## src/rtl/idw_pkg.sv

```systemverilog
package idw_pkg;

   localparam int WEIGHT_SHIFT_DEF = 40;
   localparam int COORD_WIDTH_DEF  = 16;
   localparam int DIV_WIDTH        = 64;
   localparam int SUM_WIDTH        = 64;
   localparam int WSUM_WIDTH       = 49;
   localparam int CNT_WIDTH        = $clog2(DIV_WIDTH);

   typedef struct packed {
      logic accept;    // take the input item
      logic sq_x;      // square dx
      logic sq_y;      // square dy and form d2
      logic hit;       // record exact hit
      logic div_w;     // start weight division
      logic div_f;     // start final division
      logic div_step;  // one divider step
      logic mul_lo;    // accumulate z * weight[31:0]
      logic mul_hi;    // accumulate z * weight[63:32]
      logic emit;      // load result register, close set
   } cmd_type;

   typedef struct packed {
      logic has_sample;
      logic last;
      logic hit_seen;
      logic d2_zero;
      logic div_last;
      logic need_fdiv;
      logic slot_free;
   } sts_type;

endpackage

```

## src/rtl/idw_ctrl.sv

```systemverilog
module idw_ctrl (
   input  logic              clock,
   input  logic              reset,
   input  logic              req_valid,
   output logic              req_ready,
   input  idw_pkg::sts_type  sts,
   output idw_pkg::cmd_type  cmd
);

   localparam logic [3:0] S_IDLE = 4'd0;
   localparam logic [3:0] S_DISP = 4'd1;
   localparam logic [3:0] S_SQX  = 4'd2;
   localparam logic [3:0] S_SQY  = 4'd3;
   localparam logic [3:0] S_CHK  = 4'd4;
   localparam logic [3:0] S_DIVW = 4'd5;
   localparam logic [3:0] S_MULL = 4'd6;
   localparam logic [3:0] S_MULH = 4'd7;
   localparam logic [3:0] S_LAST = 4'd8;
   localparam logic [3:0] S_DIVF = 4'd9;
   localparam logic [3:0] S_EMIT = 4'd10;

   logic [3:0] state_ff, state_in;

   always_comb begin
      state_in  = state_ff;
      cmd       = '0;
      req_ready = 1'b0;
      unique case (state_ff)
         S_IDLE: begin
            req_ready = 1'b1;
            if (req_valid) begin
               cmd.accept = 1'b1;
               state_in   = S_DISP;
            end
         end
         S_DISP: begin
            if (sts.has_sample && !sts.hit_seen) begin
               state_in = S_SQX;
            end else if (sts.last) begin
               state_in = S_LAST;
            end else begin
               state_in = S_IDLE;
            end
         end
         S_SQX: begin
            cmd.sq_x = 1'b1;
            state_in = S_SQY;
         end
         S_SQY: begin
            cmd.sq_y = 1'b1;
            state_in = S_CHK;
         end
         S_CHK: begin
            if (sts.d2_zero) begin
               cmd.hit  = 1'b1;
               state_in = sts.last ? S_LAST : S_IDLE;
            end else begin
               cmd.div_w = 1'b1;
               state_in  = S_DIVW;
            end
         end
         S_DIVW: begin
            cmd.div_step = 1'b1;
            if (sts.div_last) begin
               state_in = S_MULL;
            end
         end
         S_MULL: begin
            cmd.mul_lo = 1'b1;
            state_in   = S_MULH;
         end
         S_MULH: begin
            cmd.mul_hi = 1'b1;
            state_in   = sts.last ? S_LAST : S_IDLE;
         end
         S_LAST: begin
            if (sts.need_fdiv) begin
               cmd.div_f = 1'b1;
               state_in  = S_DIVF;
            end else begin
               state_in = S_EMIT;
            end
         end
         S_DIVF: begin
            cmd.div_step = 1'b1;
            if (sts.div_last) begin
               state_in = S_EMIT;
            end
         end
         S_EMIT: begin
            // hold until the result register is free
            if (sts.slot_free) begin
               cmd.emit = 1'b1;
               state_in = S_IDLE;
            end
         end
         default: begin
            state_in = S_IDLE;
         end
      endcase
   end

   always_ff @(posedge clock) begin
      if (reset) begin
         state_ff <= S_IDLE;
      end else begin
         state_ff <= state_in;
      end
   end

endmodule

```

## src/rtl/idw_dp.sv

```systemverilog
module idw_dp #(
   parameter int WEIGHT_SHIFT = idw_pkg::WEIGHT_SHIFT_DEF,
   parameter int COORD_WIDTH  = idw_pkg::COORD_WIDTH_DEF
) (
   input  logic                clock,
   input  logic                reset,
   input  idw_pkg::cmd_type    cmd,
   output idw_pkg::sts_type    sts,
   input  logic                req_has_sample,
   input  logic signed [15:0]  req_sample_x,
   input  logic signed [15:0]  req_sample_y,
   input  logic signed [15:0]  req_sample_z,
   input  logic signed [15:0]  req_query_x,
   input  logic signed [15:0]  req_query_y,
   input  logic                req_last,
   output logic                rsp_valid,
   input  logic                rsp_ready,
   output logic signed [15:0]  rsp_value,
   output logic                rsp_status,
   output logic                rsp_exact_hit
);

   localparam int CW   = COORD_WIDTH;
   localparam int SQW  = 2 * CW + 1;
   localparam int D2W  = 2 * CW + 2;
   localparam int DW   = idw_pkg::DIV_WIDTH;
   localparam int SW   = idw_pkg::SUM_WIDTH;
   localparam int WW   = idw_pkg::WSUM_WIDTH;
   localparam int CNTW = idw_pkg::CNT_WIDTH;
   localparam logic [DW-1:0] WEIGHT_NUM = DW'(1) << WEIGHT_SHIFT;

   // item fields
   logic              has_sample_ff, last_ff;
   logic [CW-1:0]     sx_ff, sy_ff;
   logic [15:0]       z_ff;
   // set state
   logic              in_set_ff, in_set_in;
   logic              seen_ff, seen_in;
   logic              hit_ff, hit_in;
   logic [15:0]       hit_val_ff, hit_val_in;
   logic [CW-1:0]     qx_ff, qy_ff;
   logic [SW-1:0]     wsum_ff, wsum_in;
   logic [WW-1:0]     wtsum_ff, wtsum_in;
   // squarer
   logic [SQW-1:0]    sq_ff;
   logic [D2W-1:0]    d2_ff;
   logic signed [CW:0]     dx, dy, sq_op;
   logic signed [2*CW+1:0] sq_full;
   // divider
   logic [DW-1:0]     num_ff, num_in;
   logic [DW-1:0]     den_ff, den_in;
   logic [DW:0]       rem_ff, rem_in;
   logic [DW-1:0]     q_ff, q_in;
   logic [CNTW-1:0]   cnt_ff, cnt_in;
   logic [DW:0]       shifted;
   logic [DW+1:0]     diff;
   logic [DW-1:0]     wmag;
   // multiplier
   logic [31:0]       mop;
   logic signed [16:0] z17;
   logic signed [49:0] prod;
   logic [SW-1:0]     p64, addend;
   // result
   logic              rsp_valid_ff, rsp_valid_in;
   logic [15:0]       value_ff, value_calc;
   logic              status_ff, exact_ff;
   logic              wneg;

   assign dx    = $signed({sx_ff[CW-1], sx_ff}) - $signed({qx_ff[CW-1], qx_ff});
   assign dy    = $signed({sy_ff[CW-1], sy_ff}) - $signed({qy_ff[CW-1], qy_ff});
   assign sq_op = cmd.sq_y ? dy : dx;
   assign sq_full = sq_op * sq_op;

   assign shifted = {rem_ff[DW-1:0], num_ff[DW-1]};
   assign diff    = {1'b0, shifted} - {2'b00, den_ff};

   assign wneg = wsum_ff[SW-1];
   assign wmag = wneg ? (DW'(0) - wsum_ff) : wsum_ff;

   assign mop    = cmd.mul_hi ? q_ff[63:32] : q_ff[31:0];
   assign z17    = $signed({z_ff[15], z_ff});
   assign prod   = z17 * $signed({1'b0, mop});
   assign p64    = {{(SW - 50){prod[49]}}, prod};
   assign addend = cmd.mul_hi ? {p64[31:0], 32'd0} : p64;

   always_comb begin
      in_set_in = in_set_ff;
      seen_in   = seen_ff;
      hit_in    = hit_ff;
      hit_val_in = hit_val_ff;
      wsum_in   = wsum_ff;
      wtsum_in  = wtsum_ff;
      priority if (cmd.accept) begin
         in_set_in = 1'b1;
         if (!in_set_ff) begin
            // first item of a set: clear sums and flags
            seen_in    = req_has_sample;
            hit_in     = 1'b0;
            hit_val_in = '0;
            wsum_in    = '0;
            wtsum_in   = '0;
         end else begin
            seen_in = seen_ff | req_has_sample;
         end
      end else if (cmd.hit) begin
         hit_in     = 1'b1;
         hit_val_in = z_ff;
      end else if (cmd.mul_lo) begin
         wsum_in  = wsum_ff + addend;
         wtsum_in = wtsum_ff + q_ff[WW-1:0];
      end else if (cmd.mul_hi) begin
         wsum_in = wsum_ff + addend;
      end else if (cmd.emit) begin
         in_set_in = 1'b0;
      end
   end

   always_comb begin
      num_in = num_ff;
      den_in = den_ff;
      rem_in = rem_ff;
      q_in   = q_ff;
      cnt_in = cnt_ff;
      priority if (cmd.div_w) begin
         num_in = WEIGHT_NUM;
         den_in = {{(DW - D2W){1'b0}}, d2_ff};
         rem_in = '0;
         cnt_in = '0;
      end else if (cmd.div_f) begin
         num_in = wmag;
         den_in = {{(DW - WW){1'b0}}, wtsum_ff};
         rem_in = '0;
         cnt_in = '0;
      end else if (cmd.div_step) begin
         num_in = {num_ff[DW-2:0], 1'b0};
         cnt_in = cnt_ff + 1'b1;
         if (!diff[DW+1]) begin
            rem_in = diff[DW:0];
            q_in   = {q_ff[DW-2:0], 1'b1};
         end else begin
            rem_in = shifted;
            q_in   = {q_ff[DW-2:0], 1'b0};
         end
      end
   end

   always_comb begin
      if (!seen_ff) begin
         value_calc = '0;
      end else if (hit_ff) begin
         value_calc = hit_val_ff;
      end else if (wtsum_ff == '0) begin
         value_calc = '0;
      end else if (wneg) begin
         value_calc = (q_ff > DW'(32768)) ? 16'h8000 : (16'd0 - q_ff[15:0]);
      end else begin
         value_calc = (q_ff > DW'(32767)) ? 16'h7FFF : q_ff[15:0];
      end
   end

   always_comb begin
      rsp_valid_in = rsp_valid_ff;
      if (cmd.emit) begin
         rsp_valid_in = 1'b1;
      end else if (rsp_ready) begin
         rsp_valid_in = 1'b0;
      end
   end

   always_ff @(posedge clock) begin
      if (reset) begin
         in_set_ff    <= 1'b0;
         seen_ff      <= 1'b0;
         hit_ff       <= 1'b0;
         hit_val_ff   <= '0;
         wsum_ff      <= '0;
         wtsum_ff     <= '0;
         qx_ff        <= '0;
         qy_ff        <= '0;
         rsp_valid_ff <= 1'b0;
      end else begin
         in_set_ff    <= in_set_in;
         seen_ff      <= seen_in;
         hit_ff       <= hit_in;
         hit_val_ff   <= hit_val_in;
         wsum_ff      <= wsum_in;
         wtsum_ff     <= wtsum_in;
         rsp_valid_ff <= rsp_valid_in;
         if (cmd.accept && !in_set_ff) begin
            qx_ff <= req_query_x[CW-1:0];
            qy_ff <= req_query_y[CW-1:0];
         end
      end
   end

   always_ff @(posedge clock) begin
      if (cmd.accept) begin
         has_sample_ff <= req_has_sample;
         last_ff       <= req_last;
         sx_ff         <= req_sample_x[CW-1:0];
         sy_ff         <= req_sample_y[CW-1:0];
         z_ff          <= req_sample_z;
      end
      if (cmd.sq_x) begin
         sq_ff <= sq_full[SQW-1:0];
      end
      if (cmd.sq_y) begin
         d2_ff <= {1'b0, sq_ff} + {1'b0, sq_full[SQW-1:0]};
      end
      num_ff <= num_in;
      den_ff <= den_in;
      rem_ff <= rem_in;
      q_ff   <= q_in;
      cnt_ff <= cnt_in;
      if (cmd.emit) begin
         value_ff  <= value_calc;
         status_ff <= !seen_ff;
         exact_ff  <= seen_ff && hit_ff;
      end
   end

   assign sts.has_sample = has_sample_ff;
   assign sts.last       = last_ff;
   assign sts.hit_seen   = hit_ff;
   assign sts.d2_zero    = (d2_ff == '0);
   assign sts.div_last   = (cnt_ff == '1);
   assign sts.need_fdiv  = seen_ff && !hit_ff && (wtsum_ff != '0);
   assign sts.slot_free  = !rsp_valid_ff || rsp_ready;

   assign rsp_valid     = rsp_valid_ff;
   assign rsp_value     = value_ff;
   assign rsp_status    = status_ff;
   assign rsp_exact_hit = exact_ff;

endmodule

```

## src/rtl/inverse_distance_interpolator.sv

```systemverilog
// Inverse-distance interpolator, power 2, fixed point.
// Input channel req_*: one item per sample station, with the query point on
// every item; the query is latched from the first item of a set and
// req_last closes the set. An item with req_has_sample low carries no sample.
// Result channel rsp_*: one item per set, sent after the item carrying
// req_last: value, status (1 = set had no sample) and exact_hit.
// Timing: one item at a time. A sample passes dispatch, squaring of dx and
// dy, an exact-hit check, the weight division and the low and high
// multiply-accumulate; an item without a sample only dispatches. Closing a
// set adds the final division when needed, then the emit. The 64-step
// bit-serial restoring divider serves the per-sample weight and final quotient.
// The result sits in an output register, so the next item is accepted while
// it waits; a further result waits until the receiver takes it.
// Reset clears the sums, flags and held query and drops any pending result.
module inverse_distance_interpolator #(
   parameter int WEIGHT_SHIFT = idw_pkg::WEIGHT_SHIFT_DEF,
   parameter int COORD_WIDTH  = idw_pkg::COORD_WIDTH_DEF
) (
   input  logic               clock,
   input  logic               reset,
   input  logic               req_valid,
   output logic               req_ready,
   input  logic               req_has_sample,
   input  logic signed [15:0] req_sample_x,
   input  logic signed [15:0] req_sample_y,
   input  logic signed [15:0] req_sample_z,
   input  logic signed [15:0] req_query_x,
   input  logic signed [15:0] req_query_y,
   input  logic               req_last,
   output logic               rsp_valid,
   input  logic               rsp_ready,
   output logic signed [15:0] rsp_value,
   output logic               rsp_status,
   output logic               rsp_exact_hit
);

   idw_pkg::cmd_type cmd;
   idw_pkg::sts_type sts;

   idw_ctrl u_ctrl (
      .clock     (clock),
      .reset     (reset),
      .req_valid (req_valid),
      .req_ready (req_ready),
      .sts       (sts),
      .cmd       (cmd)
   );

   idw_dp #(
      .WEIGHT_SHIFT (WEIGHT_SHIFT),
      .COORD_WIDTH  (COORD_WIDTH)
   ) u_dp (
      .clock          (clock),
      .reset          (reset),
      .cmd            (cmd),
      .sts            (sts),
      .req_has_sample (req_has_sample),
      .req_sample_x   (req_sample_x),
      .req_sample_y   (req_sample_y),
      .req_sample_z   (req_sample_z),
      .req_query_x    (req_query_x),
      .req_query_y    (req_query_y),
      .req_last       (req_last),
      .rsp_valid      (rsp_valid),
      .rsp_ready      (rsp_ready),
      .rsp_value      (rsp_value),
      .rsp_status     (rsp_status),
      .rsp_exact_hit  (rsp_exact_hit)
   );

   a_one_at_a_time: assert property (@(posedge clock) disable iff (reset)
      (req_valid && req_ready) |=> !req_ready)
      else $error("item accepted while previous item still in work");

   a_empty_result: assert property (@(posedge clock) disable iff (reset)
      (rsp_valid && rsp_status) |-> (!rsp_exact_hit && rsp_value == 16'sd0))
      else $error("empty set result carries a value or hit");

   a_emit_after_work: assert property (@(posedge clock) disable iff (reset)
      $rose(rsp_valid) |-> !req_ready || $past(!req_ready))
      else $error("result appeared without any work cycle");

endmodule

```

## config.mk

```make
export PLATFORM = sky130hd
export DESIGN_NAME = inverse_distance_interpolator
export DESIGN_NICKNAME = d
export VERILOG_FILES = /design/src/rtl/idw_pkg.sv /design/src/rtl/idw_ctrl.sv /design/src/rtl/idw_dp.sv /design/src/rtl/inverse_distance_interpolator.sv
export SDC_FILE = /design/constraint.sdc
export NUM_CORES = 2
export LEC_CHECK = 0
export BUFFER_PORTS_ARGS = -buffer_cell sky130_fd_sc_hd__clkbuf_2
export CORE_MARGIN = 1
export CORE_UTILIZATION = 65
export DETAILED_ROUTE_END_ITERATION = 6
export PLACE_DENSITY = 0.85
export RECOVER_POWER = 50
export SETUP_SLACK_MARGIN = 0.02
export SLEW_MARGIN = 20
export SYNTH_ARGS = -nofsm -noshare
export SYNTH_HDL_FRONTEND = slang
export SYNTH_SLANG_ARGS = --single-unit
export TNS_END_PERCENT = 5
```

## constraint.sdc

```tcl
create_clock -name clock -period 12.4 [get_ports clock]
set_input_delay 1.24 -clock clock [delete_from_list [all_inputs] [get_ports clock]]
set_output_delay 1.24 -clock clock [all_outputs]
set_load 0.02 [all_outputs]
```

==> metrics.cfg <==
[synth]
ys_ff_latch = 550
avgSynthCellArea_sq_um = 8.70
synth_async_sr_flop_share_pct = 0
synth-main-ff-cell = dfxtp_1
synth_edf_count = 232
netlist_area_sq_um = 59800
ys_top_cells_by_area = fa_1 (23%), edfxtp_1 (12%), dfxtp_1 (11%)
synth_top_area_share_pct = 23.0
synth_cells = 6879
yosysMostFrequentCell = inv_1
ys_seq_area_share_pct = 22.3
yosysWarningCount = 0
ys_top_cells_by_count = inv_1 (1,022), nand2_1 (943), fa_1 (688), ha_1 (466), nor2_1 (455)
syn_nets = 8119
synthDistinctLibCells = 90
synth_top_area_cell = fa_1

[timing]
rsz0062_at_grt = true
skew_ps = 34.5
hold_viol = 0
period_needed_ps = 11740
tightestPinTransition_ps = 4230
slew_headroom_pct = -182
fmax_mhz = 85.1
whs_ps = 451
tns_ps = 0
maxSlewViolCount = 493
min_period_over_period_pct = 94.7
report.final.setup_viol = 0

[detailed_routing]
vias_per_cell = 6.15
drt-initial-drc-count = 4537
first_pass_iters = 7
drcViolationCount = 11
antenna_left = 0
vias = 49800
wl_microns = 166000
wire_per_inst_microns = 20.6

[setup_path]
rr_startpoint = u_ctrl.state_ff[1]
critPathMaxFanout = 16
crit_required_ps = 12920
path_delay_family = adder cells
path_class = reg2reg
arrival_ps = 12270
max_stage_delay_ps = 590
cp-start-kind = flop
cpMaxStageDelayCell = dfxtp_1
worstSetupStartpoint = u_ctrl.state_ff[1]
cp-end-kind = flop
path_buf_inv = 5

[floorplanning]
design.core.area_sq_um = 90600
die-width_microns = 305
io_pins = 106
rows = 110
start_util_pct = 66.1
die_area_sq_um = 93200
die-height_microns = 305

[cts]
postCtsSetupBuffers = 0
htreeDepth = 3
cts_root_buf = clkbuf_16
cts_made_buffers = 66
cts_tree = done
cts.sinks = 550
clock_latency_ps = 660
clk_pin_slew_ps = 60
clk_path_buf_depth = 3

[global_route]
grt_pass1_vias = 50200
grt_pass1_wl_microns = 266000
grt_max_degree = 92
antenna_found_initial = 4
grt-ovfl-total = 0
grt_usage_pct = 35.8

[flow_run]
timing.max_cap.violations = 10

[cells_and_area]
final_layout_size_suffix_gt1_share_pct = 5.43
seq_area_sq_um = 13300
fin_util_pct = 70.3
synthToLayoutAreaGrowth_pct = 6.43
nets = 8101
multi_input_area_sq_um = 41600
nFillCells = 6815

[worst_hold_path]
min_from = u_dp.rem_ff[63]
hold_class = reg2reg

[placement]
port_buffers = 105
place.gp.congestion = 0.996
dp_hpwl_microns = 126000

[outcome]
status = finished, violations left
violations = DRC, capacitance limit, slew limit

==> worst reg2reg max path, delay by kind of cell, from the launching register on <==
kind | cells | cell delay [ps]
AND/OR/NAND/NOR | 8 | 2300
XOR/XNOR | 2 | 300
AO/OA/AOI/OAI | 18 | 3850
buffers and inverters | 5 | 620
adder cells (fa/ha/maj) | 8 | 4000
flip-flops | 1 | 590
==> cells in the final DEF, fill, tap and decap left out, types with 51 or more instances in the layout <==
| cell type | n |
|---|---|
| nor2b_1 | 60 |
| xnor2_1 | 238 |
| dfxtp_1 | 317 |
| fa_1 | 688 |
| inv_1 | 1022 |
| a22o_1 | 55 |
| buf_4 | 79 |
| nor3_1 | 85 |
| nand2b_1 | 66 |
| a21oi_1 | 418 |
| ha_1 | 466 |
| a311oi_1 | 63 |
| nor2_1 | 450 |
| o21ai_0 | 239 |
| nand3_1 | 135 |
| and2_1 | 198 |
| nand2_1 | 941 |
| edfxtp_1 | 232 |
| a21o_1 | 135 |
| o21a_1 | 58 |
| clkbuf_16 | 68 |
| xor2_1 | 122 |
| clkbuf_2 | 82 |
| nand4_1 | 51 |
==> layer usage <==
metal	global-route usage, %	wire length [microns]	up-vias
li1	-	-	22600
met1	47.8	66700	24100
met2	56.4	74800	2526
met3	7.15	16600	540
met4	16.1	8310	4
met5	0	37	-
==> cell type report <==
class / instances / share of cell area [%]
Clock inverter: 38 / 0.670
Multi-Input combinational cell: 5012 / 65.3
Timing Repair Buffer: 201 / 1.86
Inverter: 1030 / 6.08
Tap cell: 1176 / 2.31
Clock buffer: 81 / 2.86
Sequential cell: 550 / 20.9
Antenna cell: 1 / 0.00393
==> logic make-up after synthesis <==
logic type / after synthesis / share of synthesized area [%]
buffers and inverters: 1318 / 8.41
muxes: 56 / 1.02
DFF: 550 / 22.3
xor gates and xnor gates: 360 / 5.27
adders and majority gates: 1154 / 32.8
AOI/OAI and AO/OA: 1264 / 13.6
and+or+nand+nor: 2177 / 16.7
==> stage by stage <==
step | cell area, sq um | instances | setup slack, ps
6_report | 63700 | 8089 | 656
5_1_grt | 63700 | 8088 | 29.4
4_1_cts | 63700 | 8083 | 716
3_5_place_dp | 61500 | 7964 | 776
3_3_place_gp | 61500 | 7964 | 977
2_1_floorplan | 59800 | 6879 | 2020
==> sequential cells by signal (all words and copies together), names as in the netlist, 32 cells and up <==
signal,count
u_dp.den_ff,49
u_dp.q_ff,64
u_dp.sq_ff,32
u_dp.wtsum_ff,49
u_dp.num_ff,64
u_dp.rem_ff,64
u_dp.d2_ff,34
u_dp.wsum_ff,64
==> repair_timing <==
item | CTS | global route
setup endpoints to repair | 0 | 4
endpoints found under the hold margin | 0 | 0
gates resized for setup | 0 | 3
hold buffers | 0 | 0
==> final timing paths <==
kind / end / slack [ps] / cells after the start
worst min register to register: u_dp.rem_ff[63] / 450 / 2
worst min-delay path: u_dp.rem_ff[63] / 450 / 2
worst max register to register: u_dp.wsum_ff[63] / 660 / 41
worst max-delay path: u_dp.wsum_ff[63] / 660 / 41
Power is not shown: default switching activity piles up to over one toggle a cycle in this logic, so the estimate is an artifact.
